==> src/hw/rtl/mfs_pkg.sv <==
// ----------------------------------------------------------------------------
// mfs_pkg
// Shared constants, codes and types of the multilevel feedback scheduler.
// ----------------------------------------------------------------------------
package mfs_pkg;

    // Default sizes; the top level hands its own values down.
    localparam int MFS_NUM_TASKS  = 16;
    localparam int MFS_NUM_LEVELS = 5;

    // Fixed field widths of the command port.
    localparam int LVL_IN_W = 3;
    localparam int OP_W     = 2;
    localparam int TIME_W   = 32;

    // Command codes.
    localparam logic [OP_W-1:0] OP_ADMIT    = 2'd0;
    localparam logic [OP_W-1:0] OP_SCHEDULE = 2'd1;
    localparam logic [OP_W-1:0] OP_SLEEP    = 2'd2;

    // Sequencer states.
    typedef enum logic [3:0] {
        S_IDLE,
        S_ADM_RD,
        S_ADM_WR,
        S_SLP_RD,
        S_SLP_WR,
        S_WK_LIST,
        S_WK_TASK,
        S_WK_UPD,
        S_REQ_RD,
        S_REQ_WR,
        S_PICK,
        S_PICK_WR,
        S_OUT_RD,
        S_OUT
    } mfs_state_t;

    // Queue pointer commands from the sequencer.
    typedef struct packed {
        logic push;
        logic pop;
    } lvl_ctl_t;

endpackage

==> src/hw/rtl/mfs_ram.sv <==
// ----------------------------------------------------------------------------
// mfs_ram
// Generic simple dual-port RAM: one write port, one read port, registered read.
// ----------------------------------------------------------------------------
module mfs_ram #(
    parameter int WIDTH = 8,
    parameter int DEPTH = 16
) (
    input  logic                     clk,
    input  logic                     we,
    input  logic [$clog2(DEPTH)-1:0] waddr,
    input  logic [WIDTH-1:0]         wdata,
    input  logic [$clog2(DEPTH)-1:0] raddr,
    output logic [WIDTH-1:0]         rdata
);

    logic [WIDTH-1:0] mem [DEPTH];

    always_ff @(posedge clk)
    begin
        if (we)
        begin
            mem[waddr] <= wdata;
        end
        rdata <= mem[raddr];
    end

endmodule

==> src/hw/rtl/mfs_levels.sv <==
// ----------------------------------------------------------------------------
// mfs_levels
// Head and count pointers of the ready levels; finds the highest busy level.
// ----------------------------------------------------------------------------
module mfs_levels
    import mfs_pkg::*;
#(
    parameter int NUM_TASKS  = MFS_NUM_TASKS,
    parameter int NUM_LEVELS = MFS_NUM_LEVELS,
    localparam int TW = $clog2(NUM_TASKS),
    localparam int LW = $clog2(NUM_LEVELS)
) (
    input  logic          clk,
    input  logic          rst_n,
    input  lvl_ctl_t      ctl,
    input  logic [LW-1:0] push_lvl,
    output logic          push_ok,
    output logic [TW-1:0] push_slot,
    output logic          any_ready,
    output logic [LW-1:0] pop_lvl,
    output logic [TW-1:0] pop_slot
);

    localparam int CW = $clog2(NUM_TASKS + 1);
    localparam int SW = $clog2(2 * NUM_TASKS);

    logic [TW-1:0] head_reg  [NUM_LEVELS];
    logic [TW-1:0] head_next [NUM_LEVELS];
    logic [CW-1:0] cnt_reg   [NUM_LEVELS];
    logic [CW-1:0] cnt_next  [NUM_LEVELS];
    logic [SW-1:0] sum;

    // Tail slot of the pushed level, wrapped once.
    always_comb
    begin
        push_ok   = 1'b0;
        sum       = '0;
        push_slot = '0;
        if (push_lvl < LW'(NUM_LEVELS - 1) || push_lvl == LW'(NUM_LEVELS - 1))
        begin
            push_ok = cnt_reg[push_lvl] < CW'(NUM_TASKS);
            sum     = SW'(head_reg[push_lvl]) + SW'(cnt_reg[push_lvl]);
            if (sum >= SW'(NUM_TASKS))
            begin
                push_slot = TW'(sum - SW'(NUM_TASKS));
            end
            else
            begin
                push_slot = TW'(sum);
            end
        end
    end

    // Highest non-empty level wins.
    always_comb
    begin
        any_ready = 1'b0;
        pop_lvl   = '0;
        for (int l = NUM_LEVELS - 1; l >= 0; l--)
        begin
            if (cnt_reg[l] != '0)
            begin
                any_ready = 1'b1;
                pop_lvl   = LW'(l);
            end
        end
        pop_slot = head_reg[pop_lvl];
    end

    always_comb
    begin
        for (int l = 0; l < NUM_LEVELS; l++)
        begin
            head_next[l] = head_reg[l];
            cnt_next[l]  = cnt_reg[l];
            if (ctl.push && push_ok && push_lvl == LW'(l))
            begin
                cnt_next[l] = cnt_reg[l] + CW'(1);
            end
            if (ctl.pop && any_ready && pop_lvl == LW'(l))
            begin
                cnt_next[l] = cnt_reg[l] - CW'(1);
                if (head_reg[l] == TW'(NUM_TASKS - 1))
                begin
                    head_next[l] = '0;
                end
                else
                begin
                    head_next[l] = head_reg[l] + TW'(1);
                end
            end
        end
    end

    always_ff @(posedge clk or negedge rst_n)
    begin
        if (!rst_n)
        begin
            for (int l = 0; l < NUM_LEVELS; l++)
            begin
                head_reg[l] <= '0;
                cnt_reg[l]  <= '0;
            end
        end
        else
        begin
            for (int l = 0; l < NUM_LEVELS; l++)
            begin
                head_reg[l] <= head_next[l];
                cnt_reg[l]  <= cnt_next[l];
            end
        end
    end

endmodule

==> src/hw/rtl/multilevel_feedback_scheduler_unit.sv <==
// ----------------------------------------------------------------------------
// multilevel_feedback_scheduler_unit
// Task scheduler with FIFO ready levels and a sleep list kept in RAM.
// ----------------------------------------------------------------------------
// Sequence: admit reads and rewrites the task record; a tick or a sleep walks
//   the sleep list with a read-list / read-task / update pass per sleep entry.
// Throughput: one command at a time; busy stays high until the result beat.
// Reset: asynchronous, active low; levels and sleep list empty, no task
//   running. RAM contents stay undefined; counts guard every read.
// The receiver cannot stall: done marks a one-cycle result beat.
module multilevel_feedback_scheduler_unit
    import mfs_pkg::*;
#(
    parameter int NUM_TASKS  = MFS_NUM_TASKS,
    parameter int NUM_LEVELS = MFS_NUM_LEVELS,
    localparam int TW = $clog2(NUM_TASKS),
    localparam int LW = $clog2(NUM_LEVELS)
) (
    input  logic                clk,
    input  logic                rst_n,
    input  logic                start,
    output logic                busy,
    input  logic [OP_W-1:0]     op,
    input  logic [TW-1:0]       task_id,
    input  logic [LVL_IN_W-1:0] task_level,
    input  logic [TIME_W-1:0]   now_time,
    input  logic [TIME_W-1:0]   sleep_duration,
    output logic                done,
    output logic [TW-1:0]       run_task,
    output logic                run_valid,
    output logic [LW-1:0]       run_level
);

    localparam int CW     = $clog2(NUM_TASKS + 1);
    localparam int LDEPTH = (NUM_LEVELS + 1) * NUM_TASKS;
    localparam int LAW    = $clog2(LDEPTH);
    localparam int TRW    = TIME_W + LW;
    localparam int LMAX   = NUM_LEVELS - 1;
    localparam logic [TW:0] NT_X = (TW + 1)'(NUM_TASKS);
    // Sleep list lives above the ready levels in the list RAM.
    localparam logic [LAW-1:0] SLEEP_BASE = LAW'(NUM_LEVELS * NUM_TASKS);

    mfs_state_t state_reg, state_next;

    logic [TW-1:0]     id_reg,       id_next;
    logic [LW-1:0]     lvl_reg,      lvl_next;
    logic [TIME_W-1:0] now_reg,      now_next;
    logic [TIME_W-1:0] dur_reg,      dur_next;
    logic [TW-1:0]     run_id_reg,   run_id_next;
    logic              run_flag_reg, run_flag_next;
    logic [CW-1:0]     sleep_cnt_reg, sleep_cnt_next;
    logic [CW-1:0]     rd_idx_reg,   rd_idx_next;
    logic [CW-1:0]     wr_idx_reg,   wr_idx_next;
    logic              done_reg,     done_next;
    logic [TW-1:0]     out_task_reg, out_task_next;
    logic              out_valid_reg, out_valid_next;
    logic [LW-1:0]     out_level_reg, out_level_next;

    // List RAM: ready FIFO entries and sleep list, task ids.
    logic           list_we;
    logic [LAW-1:0] list_waddr, list_raddr;
    logic [TW-1:0]  list_wdata, list_rdata;

    // Task RAM: {deadline, priority level} per task.
    logic           task_we;
    logic [TW-1:0]  task_waddr, task_raddr;
    logic [TRW-1:0] task_wdata, task_rdata;

    lvl_ctl_t       lctl;
    logic [LW-1:0]  push_lvl, pop_lvl;
    logic           push_ok, any_ready;
    logic [TW-1:0]  push_slot, pop_slot;

    logic [TW-1:0]     id_in;
    logic [LW-1:0]     adm_lvl;
    logic [LW-1:0]     rec_prio, rec_demoted;
    logic [TIME_W-1:0] rec_deadline;

    mfs_ram #(.WIDTH(TW), .DEPTH(LDEPTH)) u_list_ram (
        .clk   (clk),
        .we    (list_we),
        .waddr (list_waddr),
        .wdata (list_wdata),
        .raddr (list_raddr),
        .rdata (list_rdata)
    );

    mfs_ram #(.WIDTH(TRW), .DEPTH(NUM_TASKS)) u_task_ram (
        .clk   (clk),
        .we    (task_we),
        .waddr (task_waddr),
        .wdata (task_wdata),
        .raddr (task_raddr),
        .rdata (task_rdata)
    );

    mfs_levels #(.NUM_TASKS(NUM_TASKS), .NUM_LEVELS(NUM_LEVELS)) u_levels (
        .clk       (clk),
        .rst_n     (rst_n),
        .ctl       (lctl),
        .push_lvl  (push_lvl),
        .push_ok   (push_ok),
        .push_slot (push_slot),
        .any_ready (any_ready),
        .pop_lvl   (pop_lvl),
        .pop_slot  (pop_slot)
    );

    // Fold the id into range and demote the given level by one, capped.
    always_comb
    begin
        if ({1'b0, task_id} >= NT_X)
        begin
            id_in = TW'({1'b0, task_id} - NT_X);
        end
        else
        begin
            id_in = task_id;
        end
        if (task_level < LVL_IN_W'(LMAX))
        begin
            adm_lvl = LW'(task_level + LVL_IN_W'(1));
        end
        else
        begin
            adm_lvl = LW'(LMAX);
        end
    end

    // Fields of the task record that just came out of the RAM.
    assign rec_prio     = task_rdata[LW-1:0];
    assign rec_deadline = task_rdata[TRW-1:LW];
    assign rec_demoted  = (rec_prio < LW'(LMAX)) ? rec_prio + LW'(1) : LW'(LMAX);

    always_comb
    begin
        state_next     = state_reg;
        id_next        = id_reg;
        lvl_next       = lvl_reg;
        now_next       = now_reg;
        dur_next       = dur_reg;
        run_id_next    = run_id_reg;
        run_flag_next  = run_flag_reg;
        sleep_cnt_next = sleep_cnt_reg;
        rd_idx_next    = rd_idx_reg;
        wr_idx_next    = wr_idx_reg;
        done_next      = 1'b0;
        out_task_next  = out_task_reg;
        out_valid_next = out_valid_reg;
        out_level_next = out_level_reg;

        list_we    = 1'b0;
        list_waddr = '0;
        list_wdata = '0;
        list_raddr = '0;
        task_we    = 1'b0;
        task_waddr = '0;
        task_wdata = '0;
        task_raddr = '0;
        lctl       = '0;
        push_lvl   = '0;

        unique case (state_reg)
            S_IDLE:
            begin
                rd_idx_next = '0;
                wr_idx_next = '0;
                if (start)
                begin
                    id_next  = id_in;
                    lvl_next = adm_lvl;
                    now_next = now_time;
                    dur_next = sleep_duration;
                    priority case (op)
                        OP_ADMIT:    state_next = S_ADM_RD;
                        OP_SCHEDULE: state_next = S_WK_LIST;
                        OP_SLEEP:    state_next = S_SLP_RD;
                        default:     state_next = S_OUT_RD;
                    endcase
                end
            end

            S_ADM_RD:
            begin
                task_raddr = id_reg;
                state_next = S_ADM_WR;
            end

            S_ADM_WR:
            begin
                // Keep the deadline, set the new level, queue the task.
                task_we    = 1'b1;
                task_waddr = id_reg;
                task_wdata = {rec_deadline, lvl_reg};
                lctl.push  = 1'b1;
                push_lvl   = lvl_reg;
                list_we    = push_ok;
                list_waddr = LAW'(lvl_reg) * LAW'(NUM_TASKS) + LAW'(push_slot);
                list_wdata = id_reg;
                state_next = S_OUT_RD;
            end

            S_SLP_RD:
            begin
                task_raddr = run_id_reg;
                if (run_flag_reg)
                begin
                    state_next = S_SLP_WR;
                end
                else
                begin
                    state_next = S_WK_LIST;
                end
            end

            S_SLP_WR:
            begin
                task_we    = 1'b1;
                task_waddr = run_id_reg;
                task_wdata = {now_reg + dur_reg, rec_prio};
                if (sleep_cnt_reg < CW'(NUM_TASKS))
                begin
                    list_we        = 1'b1;
                    list_waddr     = SLEEP_BASE + LAW'(sleep_cnt_reg);
                    list_wdata     = run_id_reg;
                    sleep_cnt_next = sleep_cnt_reg + CW'(1);
                end
                // A full sleep list drops the task.
                run_flag_next = 1'b0;
                state_next    = S_WK_LIST;
            end

            S_WK_LIST:
            begin
                list_raddr = SLEEP_BASE + LAW'(rd_idx_reg);
                if (rd_idx_reg == sleep_cnt_reg)
                begin
                    sleep_cnt_next = wr_idx_reg;
                    state_next     = S_REQ_RD;
                end
                else
                begin
                    state_next = S_WK_TASK;
                end
            end

            S_WK_TASK:
            begin
                id_next    = list_rdata;
                task_raddr = list_rdata;
                state_next = S_WK_UPD;
            end

            S_WK_UPD:
            begin
                // Wake and demote the sleeper, or compact it down the list.
                if (now_reg >= rec_deadline)
                begin
                    task_we    = 1'b1;
                    task_waddr = id_reg;
                    task_wdata = {rec_deadline, rec_demoted};
                    lctl.push  = 1'b1;
                    push_lvl   = rec_demoted;
                    list_we    = push_ok;
                    list_waddr = LAW'(rec_demoted) * LAW'(NUM_TASKS) + LAW'(push_slot);
                    list_wdata = id_reg;
                end
                else
                begin
                    list_we     = 1'b1;
                    list_waddr  = SLEEP_BASE + LAW'(wr_idx_reg);
                    list_wdata  = id_reg;
                    wr_idx_next = wr_idx_reg + CW'(1);
                end
                rd_idx_next = rd_idx_reg + CW'(1);
                state_next  = S_WK_LIST;
            end

            S_REQ_RD:
            begin
                task_raddr = run_id_reg;
                if (run_flag_reg)
                begin
                    state_next = S_REQ_WR;
                end
                else
                begin
                    state_next = S_PICK;
                end
            end

            S_REQ_WR:
            begin
                // Demote and requeue the running task.
                task_we    = 1'b1;
                task_waddr = run_id_reg;
                task_wdata = {rec_deadline, rec_demoted};
                lctl.push  = 1'b1;
                push_lvl   = rec_demoted;
                list_we    = push_ok;
                list_waddr = LAW'(rec_demoted) * LAW'(NUM_TASKS) + LAW'(push_slot);
                list_wdata = run_id_reg;
                state_next = S_PICK;
            end

            S_PICK:
            begin
                list_raddr = LAW'(pop_lvl) * LAW'(NUM_TASKS) + LAW'(pop_slot);
                if (any_ready)
                begin
                    lctl.pop   = 1'b1;
                    state_next = S_PICK_WR;
                end
                else
                begin
                    run_flag_next = 1'b0;
                    state_next    = S_OUT_RD;
                end
            end

            S_PICK_WR:
            begin
                run_id_next   = list_rdata;
                run_flag_next = 1'b1;
                state_next    = S_OUT_RD;
            end

            S_OUT_RD:
            begin
                task_raddr = run_id_reg;
                state_next = S_OUT;
            end

            S_OUT:
            begin
                done_next      = 1'b1;
                out_valid_next = run_flag_reg;
                out_task_next  = run_flag_reg ? run_id_reg : '0;
                out_level_next = run_flag_reg ? rec_prio : '0;
                state_next     = S_IDLE;
            end

            default:
            begin
                state_next = S_IDLE;
            end
        endcase
    end

    always_ff @(posedge clk or negedge rst_n)
    begin
        if (!rst_n)
        begin
            state_reg     <= S_IDLE;
            run_id_reg    <= '0;
            run_flag_reg  <= 1'b0;
            sleep_cnt_reg <= '0;
            rd_idx_reg    <= '0;
            wr_idx_reg    <= '0;
            done_reg      <= 1'b0;
            out_valid_reg <= 1'b0;
        end
        else
        begin
            state_reg     <= state_next;
            run_id_reg    <= run_id_next;
            run_flag_reg  <= run_flag_next;
            sleep_cnt_reg <= sleep_cnt_next;
            rd_idx_reg    <= rd_idx_next;
            wr_idx_reg    <= wr_idx_next;
            done_reg      <= done_next;
            out_valid_reg <= out_valid_next;
        end
    end

    // Payload registers hold without reset.
    always_ff @(posedge clk)
    begin
        id_reg        <= id_next;
        lvl_reg       <= lvl_next;
        now_reg       <= now_next;
        dur_reg       <= dur_next;
        out_task_reg  <= out_task_next;
        out_level_reg <= out_level_next;
    end

    assign busy      = (state_reg != S_IDLE);
    assign done      = done_reg;
    assign run_task  = out_task_reg;
    assign run_valid = out_valid_reg;
    assign run_level = out_level_reg;

endmodule

==> config.mk <==
export PLATFORM = sky130hd
export DESIGN_NAME = multilevel_feedback_scheduler_unit
export DESIGN_NICKNAME = d
export VERILOG_FILES = /design/src/hw/rtl/mfs_pkg.sv /design/src/hw/rtl/mfs_ram.sv /design/src/hw/rtl/mfs_levels.sv /design/src/hw/rtl/multilevel_feedback_scheduler_unit.sv
export SDC_FILE = /design/constraint.sdc
export NUM_CORES = 2
export LEC_CHECK = 0
export ABC_AREA = 1
export BUFFER_PORTS_ARGS = -buffer_cell sky130_fd_sc_hd__buf_2
export CAP_MARGIN = 20
export CORE_UTILIZATION = 40
export CTS_BUF_LIST = sky130_fd_sc_hd__clkbuf_16
export CTS_CLUSTER_SIZE = 8
export DETAILED_ROUTE_END_ITERATION = 10
export GPL_TIMING_DRIVEN = 0
export PLACE_DENSITY = 0.53
export SLEW_MARGIN = 15
export SYNTH_ARGS = -nofsm -noshare
export SYNTH_HDL_FRONTEND = slang
export SYNTH_SLANG_ARGS = --single-unit
==> constraint.sdc <==
create_clock -name clk -period 7.2 [get_ports clk]
set_input_delay 1.08 -clock clk [delete_from_list [all_inputs] [get_ports clk]]
set_output_delay 1.08 -clock clk [all_outputs]
set_load 0.02 [all_outputs]
Yosys cells after proc, flatten, opt, wreduce, memory -nomap -nowiden --
Memory sizes are Yosys's and may differ from the RTL's. A register that Yosys moved wholly into a read port is not among the register bits. Cells that the tools add are included.
Operators by class: $add $sub $neg 29, order comparisons 9, equality and inequality tests 34, muxes and demuxes 81, bitwise gates (word level) 2, reduce and logical (&&, ||, !) cells 44
Operator list (count):
- 35-bit case mux with 4 select lines | 1
- 5-bit two-way mux | 15
- 4-bit two-way mux | 16
- 4-bit case mux with 3 select lines | 4
- 4-bit == test (second input constant) | 11
- 4-bit case mux with 11 select lines | 1
- 5-bit by 1-bit adder with 5-bit output (second input constant) | 8
- 35-bit two-way mux | 1
- 32-bit adder | 1
- 32-bit greater-or-equal comparator | 1
- 5-bit case mux with 2 select lines | 3
- 7-bit case mux with 4 select lines | 1
- 5-bit nonzero test | 5
- 5-bit by 1-bit subtractor with 5-bit output (second input constant) | 5
- 4-bit binary-select mux with 3-bit select | 2
- 3-bit two-way mux | 8
- 7-bit by 4-bit adder with 7-bit output | 3
- 7-bit by 5-bit adder with 7-bit output (first input constant) | 3
- 4-bit by 1-bit adder with 4-bit output (second input constant) | 5
- 1-bit two-way mux | 18
- 4-bit by 3-bit == test with 1-bit output (second input constant) | 4
- 2-bit nonzero test | 8
- 5-bit binary-select mux with 3-bit select | 1
- 7-bit two-way mux | 2
- 34 further kinds | 72
Word-level totals: register bits 149, memory bits (writable) 944, input bits 76, output and inout port bits 10, word-level logic and storage cells 225, memories 2
Memory list:
- u_task_ram.mem | words 16, bits a word 35, rd ports 1, clocked after Yosys merged registers in 1, write ports 1, RTL line mfs_ram.sv:17 | logic [WIDTH-1:0] mem [DEPTH];
- u_list_ram.mem | words 96, bits a word 4, rd ports 1, clocked after Yosys merged registers in 1, write ports 1, RTL line mfs_ram.sv:17

Depth between registers and ports, before layout --
word-level depth 15, mapped depth 30, gate-level depth less buffers 29

Cells and area by module --
Synthesis repeated with hierarchy kept, for this count alone.
Unflattened totals: cells, all modules 5276, area total of the unflattened synthesis 52085.0 um2
Modules (own cells, without submodules):
- mfs_ram (u_task_ram) | times used 1, cells an instance 2315, area each 24606.1 um2, sequential area each 17516.8 um2
- mfs_ram (u_list_ram) | times used 1, cells an instance 1412, area each 16056.6 um2, sequential area each 11611.1 um2
- multilevel_feedback_scheduler_unit | times used 1, cells an instance 1075, area each 7932.6 um2, sequential area each 2992.9 um2
- mfs_levels | times used 1, cells an instance 474, area each 3489.6 um2, sequential area each 1126.1 um2

Worst setup path before layout --
OpenSTA, ideal clock, no wires.
path kind flip-flop to flip-flop, start point register now_reg[1], end point memory u_task_ram.mem[0][0] (netlist bit), enable pin, setup time 481 ps, data arrival time 4427 ps, required time 6719 ps, slack 2292 ps, cell stages (with the launch flop) 19, buffers on the path 0, period minus slack after synthesis 4908 ps, path through edfxtp_1 ha_1 nand2_1 nand2_1 nand2_1 nand2_1 nand2_1 nand2_1 nand2_1 nand2_1 nand2_1 nand2_2 nand2_4 nand2_1 inv_1 o22ai_1 inv_1 nand2_1 a211oi_1
Between the ends: word-level cells in the longest chain between the ends 5, elaborated cells between the ends (all ways) 7, those cells by class order compare: 1; mux: 6
Ends and longest elaborated chain:
- start, declared | RTL line multilevel_feedback_scheduler_unit.sv:47 | logic [TIME_W-1:0] now_reg, now_next;
- start signal, assigned | RTL line multilevel_feedback_scheduler_unit.sv:381 | now_reg <= now_next;
- 32-bit greater-or-equal comparator * | RTL line multilevel_feedback_scheduler_unit.sv:257 | if (now_reg >= rec_deadline)
- 1-bit two-way mux | RTL line multilevel_feedback_scheduler_unit.sv:257
- 1-bit case mux with 2 select lines | RTL line multilevel_feedback_scheduler_unit.sv:163 | unique case (state_reg)
- 1-bit two-way mux | RTL line mfs_ram.sv:21 | if (we)
- 1-bit two-way mux (not written as such) | RTL line mfs_ram.sv:23 | mem[waddr] <= wdata;
- end, declared | RTL line mfs_ram.sv:17
Every way passes the cells marked *; elsewhere a longest branch is shown, timed or not.

Worst setup path after layout --
start point register now_reg[7], end point memory u_list_ram.mem[53][3] (netlist bit), enable pin
Between the ends: word-level cells in the longest chain between the ends 14, elaborated cells between the ends (all ways) 28, those cells by class add/sub: 4; order compare: 4; eq/ne: 1; mux: 17; bitwise: 1; reduce/logical: 1
Ends and longest elaborated chain:
- 32-bit greater-or-equal comparator * | RTL line multilevel_feedback_scheduler_unit.sv:257
- 3-bit two-way mux | RTL line multilevel_feedback_scheduler_unit.sv:257
- 3-bit case mux with 3 select lines | RTL line multilevel_feedback_scheduler_unit.sv:163
- 3-bit inverter with 4-bit output (not written as such) | RTL line mfs_levels.sv:41, mfs_levels.sv:42
- 4-bit binary-select mux with 3-bit select / 5-bit binary-select mux with 3-bit select (equally long branches) | RTL line mfs_levels.sv:42, mfs_levels.sv:41
- 4-bit two-way mux (not written as such) / 5-bit two-way mux (equally long branches) (2 in a row) | RTL line mfs_levels.sv:42, mfs_levels.sv:41
- 4-bit by 5-bit adder with 5-bit output | RTL line mfs_levels.sv:42 | sum = SW'(head_reg[push_lvl]) + SW'(cnt_reg[push_lvl]);
- 4-bit by 1-bit subtractor with 4-bit output / 5-bit greater-or-equal comparator (equally long branches) | RTL line mfs_levels.sv:45, mfs_levels.sv:43
- 4-bit two-way mux | RTL line mfs_levels.sv:43 | if (sum >= SW'(NUM_TASKS))
- 4-bit two-way mux | RTL line mfs_levels.sv:39 | if (push_lvl < LW'(NUM_LEVELS - 1) || push_lvl == LW'(NUM_LEVELS - 1))
- 7-bit by 4-bit adder with 7-bit output | RTL line multilevel_feedback_scheduler_unit.sv:265, multilevel_feedback_scheduler_unit.sv:301
- 7-bit two-way mux | RTL line multilevel_feedback_scheduler_unit.sv:257
- 7-bit case mux with 4 select lines | RTL line multilevel_feedback_scheduler_unit.sv:163
- end, declared | RTL line mfs_ram.sv:17
Every way passes the cells marked *; elsewhere a longest branch is shown, timed or not. The select of a mux whose other input is x is not followed.

==> summary.md <==
| Metric | Value |
|---|---|
| Status | `finished, final reports clean` |
| Wire length per cell | `24.7 µm` |
| Highest clock rate | `155 MHz` |
| Hold Vio Cnt, Final | `0` |
| Antenna Nets Post-Route | `0` |
| Post-Syn Nets | `4562` |
| I/O pin count | `86` |
| CTS Hold Bufs | `0` |
| Synth Area in Simple Gates | `14.8%` |
| Buffers on Ports | `85` |
| WP data required | `7640 ps` |
| LEAKAGE | `21.6 nW` |
| GR peak layer | `met2` |
| Cell variety after synth | `57` |
| Most common cell in the synthesized netlist | `edfxtp_1` |
| Multi-input gate area | `14400 µm²` |
| Setup Viol. Count Final | `0` |
| Ys flop type | `edfxtp_1` |
| Placement row count | `129` |
| CORE AREA | `124000 µm²` |
| Delay-heaviest family, CP | `simple AND/OR/NAND/NOR gates` |
| Sequential-to-total area share from yosys stat | `66.7%` |
| Crit Path Max Fanout | `10` |
| Post-Synth Adder-Cell Area | `2.57%` |
| Post-Synth XOR/XNOR Area | `0.685%` |
| CP bufs+invs | `5` |
| Slowest CP cell | `edfxtp_1` |
| Biggest regs | `u_task_ram.mem: 560 flops, u_list_ram.mem: 384 flops, u_task_ram.rdata: 35 flops` |
| Share of cells above drive strength 1 | `10.8%` |
| Final core utilization | `47.3%` |
| Setup repair after global routing missed its margin | `false` |
| Post-Synthesis Cells | `4388` |
| Post_cts resized | `0` |
| Vias per cell | `5.54` |
| Clk slew on worst S/H paths | `60 ps` |
| Initial Util | `40.3%` |
| Clk_lat worst skew | `780 ps` |
| Slew HR | `19.6%` |
| Clock tree sinks | `1132` |
| Worst Tran Pin Value | `1190 ps` |
| Max clock buf depth | `3` |
| Largest net degree at the start of global routing | `50` |
| Worst Path Arrival | `6880 ps` |
| Die area | `126000 µm²` |
| Number of setup buffers added after CTS | `0` |
| H-tree levels | `4` |
| Routing usage on met2 | `38.3%` |
| RePlAce Congestion | `0.907` |
| Synth async-reset ratio | `6.27%` |
| DR pass1 iterations | `6` |
| Worst vdd ir | `314 µV` |
| Post-route setup TNS | `0 ps` |
| YS warnings | `0` |
| Met1 usage | `36.2%` |
| Die X | `355 µm` |
| FF+latch count, synth | `1132` |
| 1st-iter DRT viols | `3638` |
| Crit path capture type | `register` |
| Grt ovf | `0` |
| Via count | `35.7k` |
| Largest family of logic cells by synthesized area | `simple AND/OR/NAND/NOR gates` |
| Mean Syn Cell Area | `11.4 µm²` |
| Initial antenna violation count | `3` |
| Largest area contributor in the netlist | `edfxtp_1` |
| Mux share of post-synthesis cell area | `0.0427%` |
| Main area contributors after synthesis | `edfxtp_1 62%, o21ai_0 4.7%, nand3_1 4.2%` |
| Met3 usage | `4.90%` |
| Root buffer cell | `clkbuf_16` |
| Residual DRC | `0` |
| Most frequent cells after synthesis | `1022 x edfxtp_1, 530 x nor2_1, 494 x nand2_1` |
| Total Routing Usage GR | `25.1%` |
| Tightest Hold Check Type | `in -> async` |
| Area growth syn-to-layout | `17.4%` |
| Largest Register | `u_task_ram.mem` |
| Period utilisation layout | `89.5%` |
| Minimum clock period | `6450 ps` |
| Pwr dens | `424 nW/µm²` |
| CP startpoint kind | `register` |
| Layout Nets | `4882` |
| Top cell type's share of synthesized area | `61.6%` |
| First-pass GRT wire length | `231000 µm` |
| Fillers | `11.4k` |
| Max-slew violation count | `0` |
| HPWL after DPL | `112000 µm` |
| Final Skew | `30.6 ps` |
| Num CTS Buffers | `160` |
| Cell mode on critical path | `nand2_1` |
| WS Path Type | `reg -> reg` |
| Number of global-route vias before repair | `34.7k` |
| Compound-gate portion of the synthesized area | `10.4%` |
| Crit-path max cell delay | `570 ps` |
| Largest register FFs | `560` |
| Reg area | `33200 µm²` |
| CTS tree | `built` |
| EDFF count, synth | `1022` |
| Die Y | `355 µm` |
| Total wire length | `159000 µm` |
| Number of max-cap violations | `0` |
| Syn Std Cell Area | `49800 µm²` |
cells by family (layout without fill, tap and decap cells):
logic type | Yosys count | in the layout
and+or+nand+nor | 1630 | 1630
DFF | 1132 | 1132
AOI/OAI and AO/OA | 873 | 873
buffers and inverters | 614 | 1029
adders and majority gates | 98 | 98
xor gates and xnor gates | 39 | 39
muxes | 2 | 2
other | 0 | 2
worst paths after layout:
check                                     start                    end  slack (ps)  cells after the start
min in group clk           u_levels.head_reg[6]   u_levels.head_reg[6]         460                      1
setup reg to reg                     now_reg[7]  u_list_ram.mem[53][3]         750                     25
hold reg to reg            u_levels.head_reg[6]   u_levels.head_reg[6]         460                      1
setup / recovery                     now_reg[7]  u_list_ram.mem[53][3]         750                     25
max in group asynchronous                 rst_n    u_levels.cnt_reg[5]        6380                      2
hold / removal                            rst_n                   done         210                      1
power breakdown:
part           internal (mW)  total, mW  switching, mW  leakage [nW]
Clock                   3.99       6.82           2.83          2.49
Sequential              8.89       9.20          0.318          10.7
Combinational           2.36       8.80           6.44          8.42
through the flow:
step | hold slack [ps] | setup WS [ps] | instances | area (µm²) | total power [mW]
floorplan | 442 | 2290 | 4388 | 49800 | 13.9
global placement | 460 | -3240 | 6110 | 52300 | 17.5
detailed placement | 459 | 874 | 6182 | 54000 | 18.0
CTS | 174 | 835 | 6439 | 58500 | 24.8
global route | 211 | 479 | 6442 | 58500 | 25.9
finish | 208 | 753 | 6442 | 58500 | 24.8
cell usage in the layout, fill, tap and decap left out, types with 16 or more instances in the layout:
cell	n
inv_2	20
nand2_1	494
nor2_4	16
nand3b_1	97
buf_16	34
nand3_1	416
inv_1	450
nor2_1	514
o211ai_1	24
dfxtp_1	39
nor3_1	21
o221ai_1	130
nor2_2	17
o21ai_0	443
o21ai_1	43
o22ai_1	40
buf_4	23
ha_1	91
clkbuf_1	142
clkbuf_16	161
o21bai_1	21
edfxtp_1	1022
buf_2	145
a21oi_1	116
dfrtp_1	71
xor2_1	33
routing by layer:
layer  vias up  part of all wire, %
met2      1538                   44
met4         0                  2.2
met5         -                    0
li1      16360                    -
met3       245                  8.5
met1     17555                   45
area by class of cell:
class                      instances  area share [%]
clock inverter                    96           0.807
clock buffer                     161            6.89
buffer                           221            1.61
tap                             1637            3.50
multi-input combinational       2642            24.7
timing repair buffer             158            3.13
sequential                      1132            56.9
inverter                         393            2.52
antenna                            2         0.00856
(Power assumes the default switching activity.)
